[src/sorted_key_list_engine_macros.svh]
`ifndef SORTED_KEY_LIST_ENGINE_MACROS_SVH
`define SORTED_KEY_LIST_ENGINE_MACROS_SVH

// same-cycle implication, checked on every rising edge outside reset
`define SKLE_ASSERT_IMP(lbl, ante, cons, msg) \
  lbl: assert property (@(posedge clk) disable iff (!rst_n) (ante) |-> (cons)) \
    else $error(msg);

// next-cycle implication, checked on every rising edge outside reset
`define SKLE_ASSERT_NXT(lbl, ante, cons, msg) \
  lbl: assert property (@(posedge clk) disable iff (!rst_n) (ante) |=> (cons)) \
    else $error(msg);

`endif

[src/skle_ram.sv]
`default_nettype none

// entry store: one write port, one read port, registered read data
module skle_ram #(
  parameter int DEPTH = 64,
  parameter int AW    = 6,
  parameter int EW    = 64
) (
  input  wire logic          clk,
  input  wire logic          wr_en,
  input  wire logic [AW-1:0] wr_addr,
  input  wire logic [EW-1:0] wr_data,
  input  wire logic          rd_en,
  input  wire logic [AW-1:0] rd_addr,
  output logic      [EW-1:0] rd_data
);

  logic [EW-1:0] mem [DEPTH];
  logic [EW-1:0] rd_data_r;

  always_ff @(posedge clk) begin
    if (wr_en) begin
      mem[wr_addr] <= wr_data;
    end
    if (rd_en) begin
      rd_data_r <= mem[rd_addr];
    end
  end

  assign rd_data = rd_data_r;

endmodule

`default_nettype wire

[config.mk]
export PLATFORM = sky130hd
export DESIGN_NAME = skle_ram
export DESIGN_NICKNAME = d
export VERILOG_FILES = /design/src/sorted_key_list_engine_macros.svh /design/src/skle_ram.sv
export SDC_FILE = /design/constraint.sdc
export NUM_CORES = 2
export LEC_CHECK = 0
export BUFFER_PORTS_ARGS = -buffer_cell sky130_fd_sc_hd__buf_2
export CAP_MARGIN = 20
export CORE_AREA = 2 2 752 530
export CTS_BUF_LIST = sky130_fd_sc_hd__clkbuf_4
export DETAILED_ROUTE_END_ITERATION = 10
export DIE_AREA = 0 0 754 532
export PLACE_DENSITY = 0.65
export SYNTH_ARGS = -nofsm -noshare
export SYNTH_HDL_FRONTEND = slang
export SYNTH_SLANG_ARGS = --single-unit
[constraint.sdc]
create_clock -name clk -period 7 [get_ports clk]
set_clock_uncertainty 0.2 [all_clocks]
set_input_delay 0.35 -clock clk [delete_from_list [all_inputs] [get_ports clk]]
set_output_delay 0.35 -clock clk [all_outputs]
set_load 0.05 [all_outputs]
==> results by group <==
Synthesis
  – Distinct cells, synth: 32
  – Share of the synthesized area in the top cell type: slightly below 80%
  – Syn Nets: 6677
  – Post-synth ARST share: 0%
  – Cells taking the most area after synthesis: edfxtp_1 80%, mux4_2 15%, mux2i_1 0.86%
  – Mapped cell area: between 150000 and 200000 um^2
  – Syn Area/Cell: roughly 24 um^2
  – Post-Syn Instances: roughly 6.6k
  – Synth top cells by count: 4160 x edfxtp_1, 1024 x mux4_2, 170 x buf_2, 168 x a22oi_1, 140 x clkbuf_1
  – Post-synth EDFFs: ~4.2k
  – Cell taking the most area after synthesis: edfxtp_1
  – Sequential area share after synthesis: between 70% and 80%
  – Most used DFF post-synth: edfxtp_1
  – Count leader, synth: edfxtp_1
  – #FFs+latches synth: around 4.2k
  – Synth warnings: 0

Clocking
  – Num Clock Sinks: around 4.2k
  – CTS clock-pin slew for the worst setup and hold paths: ~0.07 ns
  – Clock root cell: clkbuf_4
  – CTS tree: built
  – Post-CTS Resized: 0
  – H-tree depth: 6
  – Clock Latency Late Sink: approximately 1.5 ns
  – CTS Buf Count: 899
  – Clock buffer depth: 4

Global routing
  – Met3 Usage GRT: under 10%
  – M1 GR Usage: around 33%
  – Vias in the first global route: between 80k and 90k
  – GR Layer Usage met2: 32.3%
  – GRT overflow: 0
  – Global-route wire length before repair: roughly 630 mm
  – Largest net degree at the start of global routing: about 130
  – Most crowded layer after global routing: met1
  – Gr usage total: between 20 and 25%
  – Antenna violations before repair: 49

Floorplanning
  – Die area: between 400000 and 500000 um^2
  – Starting Density: around 40%
  – # rows: between 150 and 200
  – Die span in y: ~530 um
  – Die Wd: 754 um
  – Core Region: roughly 390000 um^2
  – Top Ports: 143

Final layout
  – # fillers: ~32k
  – Fraction of layout cells with a size suffix above 1: about 35%
  – Fin cells: roughly 14k
  – Final core utilization: between 40 and 50%
  – NumNets Final: ~7.8k
  – Layout area overhead: 14.3%
  – Post-route cell area: about 180000 um^2

Timing
  – RSZ-0062 raised after global routing: no
  – Setup TNS: 0 ns
  – Max Slew Vio Count: 0
  – Final-report setup violation count: 0
  – Fin crit share: 59.4%
  – Slew HR: between 10% and 20%
  – Final Critical Period: 4.16 ns
  – Least-Margin Pin Slew: 1.21 ns
  – Fin. Hold Viols: 0
  – Fmax: approximately 240 MHz

Setup path
  – Worst EP required: ~8 ns
  – CP top delay family: buffers and inverters
  – WS Path Type: input pin to flip-flop
  – Slowest-stage cell, CP: mux4_2
  – Worst path cell trace: dlygate4sd3_1 -> buf_12 -> buf_12 -> mux4_2 -> o221ai_1 -> dlygate4sd3_1 -> o22ai_1 -> dlygate4sd3_1 -> and3_1 -> dlygate4sd3_1
  – Worst Path Arrival: slightly above 5 ns
  – CP dominant cell by count: dlygate4sd3_1
  – Worst Path Max Fanout: approximately 100
  – Largest incremental delay on the critical path: around 0.6 ns
  – Crit end category: flip-flop
  – CP Buf/Inv Count: 6
  – Startpoint types: input pin

Routing
  – Vias after detailed routing: about 80k
  – Detailed Route Iter0 Violations: around 14k
  – Vias per cell: 5.97
  – Drt wl/cell: approximately 34 um
  – Drt pass-1 iters: 5
  – Drc violations: 0
  – Antenna Nets Post-Route: 0
  – WL final: between 400 and 500 mm

Place
  – Placed cell count: 11.8k
  – Post-DP Area: about 170000 um^2
  – Port Buf Inserts: ~140
  – Detailed Place HPWL: 235 mm
  – GPL Wtd Cong: ~0.78

Outcome
  – Outcome: finished, final reports clean

Run
  – Maximum Capacitance Violations: 0

Min path
  – Hold Crit Class: input pin to flip-flop

Power
  – Leakage power: 0.0565 uW
  – P per Cell Area: about 270 nW/um^2
  – Peak supply drop: 0.201 mV
-- metrics by stage --
step	total power [uW]	worst slack, ns	hold WS [ns]
2_1_floorplan	29600	1.01	0.249
5_1_grt	50600	2.70	0.0880
3_3_place_gp	30700	2.69	0.709
6_report	48900	2.84	0.0879
4_1_cts	49200	2.89	0.00384
3_5_place_dp	30800	2.67	0.696
-- flip-flops by register name, indices dropped and copies added (netlist names) --
| signal | flops |
|---|---|
| mem | 4096 |
| rd_data | 64 |
-- logic make-up after synthesis --
logic type	share of synthesized area, %
AOI/OAI and AO/OA	2.47
buffers and inverters	1.18
DFF	79.6
muxes	15.6
and+or+nand+nor	1.23
-- routing by layer --
layer | wire (um) | part of all wire, %
met1 | 184000 | 40
met2 | 202000 | 44
met3 | 60900 | 13
met4 | 12800 | 2.8
met5 | 144 | 0.031
-- report_power, final --
part	switching [uW]	total, uW	internal, uW
Combinational	1690	2660	977
Clock	9360	18500	9190
Sequential	114	27700	27600
Total	11200	48900	37800
-- cells in the final DEF (no fill, tap or decap), types with 55 or more instances in the layout --
| cell type | n |
|---|---|
| buf_4 | 160 |
| buf_2 | 138 |
| a211oi_1 | 63 |
| a22oi_1 | 168 |
| o22ai_1 | 83 |
| buf_12 | 73 |
| clkbuf_4 | 1373 |
| nor2_4 | 65 |
| edfxtp_1 | 4160 |
| a22o_1 | 88 |
| mux2i_1 | 135 |
| nand2_1 | 55 |
| dlygate4sd3_1 | 158 |
| mux4_2 | 1024 |
| clkinv_1 | 132 |
| and3_1 | 64 |
-- final timing paths --
check | from | endpoint | slack (ns) | cells past startpoint
setup / recovery | rd_addr[0] | rd_data[12] | 2.84 | 10
hold / removal | wr_data[26] | mem[59][26] | 0.09 | 2
setup reg to reg | mem[27][12] | rd_data[12] | 3.41 | 7
hold reg to reg | mem[14][61] | rd_data[61] | 0.68 | 4
-- final cells by class --
type	instances	area, um^2	share of cell area, %
clock buffers	1373	10300	5.74
clock inverters	176	982	0.547
flip-flops and latches	4160	125000	69.6
inverters	19	71.3	0.0398
multi-input cells	2049	30800	17.2
diodes	11	27.5	0.0153
well taps	5265	6590	3.67
repair buffers	559	5740	3.20
-- timing repair --
item                      4_1_cts  5_1_grt
hold endpoints to repair     5821      342
hold buffers                  202        6
setup buffers                   0        0
(Power assumes the default switching activity.)
